<file path="src/mst_pkg.sv">
// Package for the MAC sighting table: field widths, the stored row layout and
// the command and status groups that join the controller and the datapath.
// No dependencies.
package mst_pkg;

  localparam int unsigned DefTableDepth = 64;

  localparam int unsigned MacW   = 48;
  localparam int unsigned TickW  = 32;
  localparam int unsigned CountW = 16;
  localparam int unsigned RssiW  = 8;
  localparam int unsigned ChanW  = 8;
  localparam int unsigned ConfW  = 2;
  localparam int unsigned ClassW = 4;
  localparam int unsigned AttrW  = 7;
  localparam int unsigned SlotW  = 6;

  // One sighting as latched at acceptance. Attributes are packed as
  // {radio_source, device_class, confidence_level}.
  typedef struct packed {
    logic [MacW-1:0]  mac;
    logic [TickW-1:0] now;
    logic [RssiW-1:0] rssi;
    logic [ChanW-1:0] chan;
    logic [AttrW-1:0] attr;
  } mst_item_t;

  // One table row as held in the entry memory.
  typedef struct packed {
    logic [MacW-1:0]   mac;
    logic [TickW-1:0]  first_seen;
    logic [TickW-1:0]  last_seen;
    logic [CountW-1:0] sightings;
    logic [RssiW-1:0]  rssi;
    logic [ChanW-1:0]  chan;
    logic [AttrW-1:0]  attr;
  } mst_row_t;

  // One result transaction.
  typedef struct packed {
    logic [SlotW-1:0]  slot_index;
    logic              was_new;
    logic              was_evicted;
    logic [MacW-1:0]   evicted_mac;
    logic [CountW-1:0] sighting_count;
    logic [TickW-1:0]  first_seen;
  } mst_result_t;

  typedef struct packed {
    logic start;
    logic scan;
    logic commit;
  } mst_cmd_t;

  typedef struct packed {
    logic empty;
    logic scan_done;
    logic out_free;
  } mst_status_t;

endpackage

</file>
<file path="src/mst_ctrl.sv">
// Controller state machine of the MAC sighting table.
// Depends on mst_pkg for the command and status groups.
module mst_ctrl import mst_pkg::*; (
  input  logic        clk_i,
  input  logic        rst_ni,
  input  logic        in_valid_i,
  output logic        in_ready_o,
  input  mst_status_t status_i,
  output mst_cmd_t    cmd_o
);

  typedef enum logic [1:0] {
    StIdle,
    StScan,
    StCommit
  } state_e;

  state_e state_q, state_d;

  always_comb begin
    state_d      = state_q;
    cmd_o        = '0;
    case (state_q)
      StIdle: begin
        if (in_valid_i) begin
          cmd_o.start = 1'b1;
          // An empty table cannot hit, so the sighting goes straight to slot zero.
          state_d = status_i.empty ? StCommit : StScan;
        end
      end
      StScan: begin
        cmd_o.scan = 1'b1;
        if (status_i.scan_done) begin
          state_d = StCommit;
        end
      end
      StCommit: begin
        if (status_i.out_free) begin
          cmd_o.commit = 1'b1;
          state_d      = StIdle;
        end
      end
      default: state_d = StIdle;
    endcase
  end

  assign in_ready_o = (state_q == StIdle);

  always_ff @(posedge clk_i or negedge rst_ni) begin
    if (!rst_ni) begin
      state_q <= StIdle;
    end else begin
      state_q <= state_d;
    end
  end

endmodule

</file>
<file path="config.mk">
export PLATFORM = sky130hd
export DESIGN_NAME = mst_ctrl
export DESIGN_NICKNAME = d
export VERILOG_FILES = /design/src/mst_pkg.sv /design/src/mst_ctrl.sv
export SDC_FILE = /design/constraint.sdc
export NUM_CORES = 1
export LEC_CHECK = 0
export BUFFER_PORTS_ARGS = -buffer_cell sky130_fd_sc_hd__buf_4
export CAP_MARGIN = 5
export CORE_AREA = 5 5 42 44
export CTS_CLUSTER_DIAMETER = 200
export DETAILED_ROUTE_END_ITERATION = 16
export DIE_AREA = 0 0 47 49
export GPL_ROUTABILITY_DRIVEN = 0
export SYNTH_ARGS = -nofsm -noshare
export SYNTH_HDL_FRONTEND = slang
export SYNTH_SLANG_ARGS = --single-unit
</file>
<file path="constraint.sdc">
create_clock -name clk_i -period 1.11 [get_ports clk_i]
set_clock_uncertainty 0.1 [all_clocks]
set_input_delay 0.222 -clock clk_i [delete_from_list [all_inputs] [get_ports clk_i]]
set_output_delay 0.222 -clock clk_i [all_outputs]
set_load 0.02 [all_outputs]
</file>
==> impl_table.tex <==
\begin{tabular}{lr}
\hline
Metric & Value \\
\hline
\multicolumn{2}{l}{\textbf{Outcome}} \\
\quad Status & finished, violations left \\
\quad Violations in the final reports & negative setup slack \\
\multicolumn{2}{l}{\textbf{Die}} \\
\quad Core area & 1401 µm² \\
\quad Die Footprint & 2303 µm² \\
\quad Count of boundary I/O pins & 10 \\
\quad Std cell rows & 14 \\
\quad Die Width & 47 µm \\
\quad Y dimension of the die & 49 µm \\
\quad Initial cell density of the core & 8.750\% \\
\multicolumn{2}{l}{\textbf{Hold path}} \\
\quad Min-Delay Endpoint & state\_q[1] \\
\quad Startpoint of the lowest-slack hold path & status\_i[0] \\
\quad Number of cells on the worst hold path & 3 \\
\quad Min-delay worst type & input pin to register \\
\multicolumn{2}{l}{\textbf{Placement}} \\
\quad \# port buffers & 9 \\
\quad Post-DP HPWL & 310.9 µm \\
\quad Placed instance count & 39 \\
\quad Post-detailed-placement cell area & 227.7 µm² \\
\multicolumn{2}{l}{\textbf{Clocking}} \\
\quad Total number of clock tree sinks & 2 \\
\quad Clock transition at the register clock pins on the worst setup and hold paths after CTS & 0.03 ns \\
\quad Clk\_lat worst skew & 0.22 ns \\
\quad Root Buffer Master & sky130\_fd\_sc\_hd\_\_clkbuf\_4 \\
\quad CTS tree & built \\
\quad Bufs on Longest Clock Path & 2 \\
\quad Number of H-tree levels & 1 \\
\quad CTS Buf Count & 3 \\
\multicolumn{2}{l}{\textbf{STA}} \\
\quad Worst-case headroom to the max-slew limit & 91.80\% \\
\quad Post-route worst hold slack & 0.1554 ns \\
\quad TNS Setup & -0.9191 ns \\
\quad Clock period minus worst slack & 1.326 ns \\
\quad Post-route worst setup slack & -0.2155 ns \\
\quad Number of endpoints failing setup at the final stage & 5 \\
\quad Number of max-slew violations in the final report & 0 \\
\quad Final period util & 119.4\% \\
\quad Transition time at the pin with the least slew margin & 0.1230 ns \\
\quad RSZ-0062 raised after global routing & yes \\
\quad Fmax & 754.4 MHz \\
\quad Hold Vio Cnt, Final & 0 \\
\multicolumn{2}{l}{\textbf{Synthesis}} \\
\quad Syn Std Cell Area & 122.6 µm² \\
\quad Cell types with the largest area share after synthesis & sky130\_fd\_sc\_hd\_\_dfrtp\_1 (41\%), sky130\_fd\_sc\_hd\_\_a21oi\_1 (12\%), sky130\_fd\_sc\_hd\_\_and3b\_2 (8.2\%), sky130\_fd\_sc\_hd\_\_or3b\_1 (7.1\%), sky130\_fd\_sc\_hd\_\_nand3b\_1 (6.1\%) \\
\quad Post-synthesis sequential area ratio & 40.82\% \\
\quad Most common cell in the netlist & sky130\_fd\_sc\_hd\_\_a21oi\_1 \\
\quad Flip-flop and latch count after synthesis & 2 \\
\quad Main flop type after synthesis & sky130\_fd\_sc\_hd\_\_dfrtp\_1 \\
\quad Synth unique cells & 10 \\
\quad Async S/R FF share, synth & 100.0\% \\
\quad Number of instances in the synthesized netlist & 13 \\
\quad Number of synthesized flops with an enable pin & 0 \\
\quad Number of nets produced by synthesis & 19 \\
\quad Syn Area/Cell & 9.432 µm² \\
\quad Yosys warnings & 0 \\
\quad Synth top area share & 40.82\% \\
\quad Most used standard cells in the synthesized netlist & sky130\_fd\_sc\_hd\_\_a21oi\_1 (3), sky130\_fd\_sc\_hd\_\_dfrtp\_1 (2) \\
\quad Yosys top cell by area & sky130\_fd\_sc\_hd\_\_dfrtp\_1 \\
\multicolumn{2}{l}{\textbf{Finish}} \\
\quad Final standard cell utilization of the core & 20.89\% \\
\quad Filler-free cell count of the finished design & 45 \\
\quad Sequential cell area & 52.55 µm² \\
\quad Final std cell area, no fill & 292.8 µm² \\
\quad Fill cell instance count of the final layout & 168 \\
\quad Flip-flop count of the largest register after layout & 2 \\
\quad Proportion of layout cells with a drive suffix above 1 & 72.41\% \\
\quad Area added between synthesis and finish & 138.8\% \\
\quad Antenna Diode Count & 0 \\
\quad Reg with most FFs & state\_q \\
\quad Registers with the most flip-flops & state\_q x2 \\
\quad Net count of the finished layout & 37 \\
\quad Area of the multi-input gates & 86.33 µm² \\
\multicolumn{2}{l}{\textbf{Routing}} \\
\quad Via density & 3.356 \\
\quad Total number of vias & 151 \\
\quad Drt pass-1 iters & 1 \\
\quad WL final & 370 µm \\
\quad Post-DRT Antenna Nets & 0 \\
\quad Average wire length per cell after detail routing & 8.222 µm \\
\quad Number of violations reported at the end of detailed-routing iteration 0 & 0 \\
\quad Drc violations & 0 \\
\multicolumn{2}{l}{\textbf{Global routing}} \\
\quad Remaining global-route overflow & 0 \\
\quad Via count of the first global-routing pass & 178 \\
\quad Number of antenna violations at the first check in global routing & 0 \\
\quad Tot GR Track Use & 4.366\% \\
\quad Global-route wire length before repair & 662 µm \\
\quad Pin count of the biggest net entering global routing & 7 \\
\multicolumn{2}{l}{\textbf{Setup path}} \\
\quad RR Endpoint & state\_q[0] \\
\quad Worst reg-to-reg path cell count & 3 \\
\quad Reg2Reg Launch Point & state\_q[0] \\
\quad Element type at the critical path start & register \\
\quad Critical path fanouts, max & 6 \\
\quad Critical Path End Type & primary output \\
\quad Data arrival, critical path & 1.00 ns \\
\quad Crit Path Class & register to primary output \\
\quad Setup slack of the worst register-to-register path & -0.16 ns \\
\quad Required time of the worst setup path & 0.79 ns \\
\multicolumn{2}{l}{\textbf{Power}} \\
\quad Max rail drop VDD & 0.3592 mV \\
\quad Leakage & 0.1330 nW \\
\quad Power per standard cell area & 2408 nW/µm² \\
\multicolumn{2}{l}{\textbf{Run}} \\
\quad Maximum Capacitance Violations & 0 \\
\hline
\end{tabular}
-- final cells by class --
cell class | instances | share of cell area, %
multi-input combinational | 11 | 29.49
clock buffer | 3 | 7.692
tap | 16 | 6.838
sequential | 2 | 17.95
timing repair buffer | 13 | 38.03
-- per-stage QoR --
stage                     power (mW)  setup slack (ns)
after floorplan               0.3168          -0.02641
after global placement        0.4524          -0.06201
after detailed placement      0.4591          -0.07469
after CTS                     0.6637           -0.2388
after global routing          0.7629           -0.2656
final                         0.7049           -0.2155
-- metal layers --
| layer | part of all wire, % | track usage [%] | vias up |
|---|---|---|---|
| li1 | - | - | 79 |
| met1 | 32 | 3.297 | 68 |
| met2 | 60 | 7.240 | 4 |
| met3 | 7.6 | 2.214 | 0 |
| met4 | 0 | 4.147 | 0 |
| met5 | 0 | 0 | - |
-- report_power, final --
group          leakage [nW]  switching (mW)  total (mW)  internal, mW
combinational        0.0965           0.163       0.399         0.236
clock                0.0138          0.0365       0.155         0.119
sequential           0.0227          0.0433       0.150         0.107
total                 0.133           0.243       0.705         0.462
-- worst max-delay path: stages (launching register included) --
cell                      delay (ns)
sky130_fd_sc_hd__dfrtp_2        0.43
sky130_fd_sc_hd__and3b_2        0.25
sky130_fd_sc_hd__buf_6          0.11
-- cells by family after synthesis --
group	after synthesis	share of synthesized area, %
and+or+nand+nor	7	40.83
AOI/OAI and AO/OA	4	18.37
DFF	2	40.82
-- cells in the final DEF, fill, tap and decap left out --
| cell type | Yosys | layout |
|---|---|---|
| sky130_fd_sc_hd__o21a_1 | 1 | 1 |
| sky130_fd_sc_hd__clkbuf_4 | 0 | 3 |
| sky130_fd_sc_hd__and2_4 | 0 | 1 |
| sky130_fd_sc_hd__dfrtp_2 | 0 | 2 |
| sky130_fd_sc_hd__or2b_1 | 1 | 1 |
| sky130_fd_sc_hd__a21oi_1 | 3 | 2 |
| sky130_fd_sc_hd__a21oi_2 | 0 | 1 |
| sky130_fd_sc_hd__dlygate4sd3_1 | 0 | 1 |
| sky130_fd_sc_hd__or3b_1 | 1 | 1 |
| sky130_fd_sc_hd__and3b_2 | 1 | 1 |
| sky130_fd_sc_hd__nand3b_1 | 1 | 1 |
| sky130_fd_sc_hd__nor2b_1 | 1 | 1 |
| sky130_fd_sc_hd__buf_6 | 0 | 3 |
| sky130_fd_sc_hd__buf_4 | 0 | 9 |
| sky130_fd_sc_hd__nor2_4 | 0 | 1 |
-- worst max path at each step --
stage,from,end,slack [ns],cells past startpoint
global placement,state_q[0],state_q[0],-0.06,2
finish,state_q[0],cmd_o[0],-0.22,2
floorplan,state_q[0],cmd_o[2],-0.03,2
detailed placement,state_q[0],state_q[0],-0.07,2
CTS,state_q[1],cmd_o[2],-0.24,3
global route,state_q[1],cmd_o[2],-0.27,3
-- timing repair --
item / CTS / global route
setup endpoints to repair: 5 / 5
hold endpoints to repair: 2 / 0
setup buffers: 1 / 1
hold buffers: 1 / 0
gates cloned: 0 / 0
pin swaps: 4 / 0
gates resized for setup: 3 / 3
No activity file was read; power rests on OpenSTA's default activity.
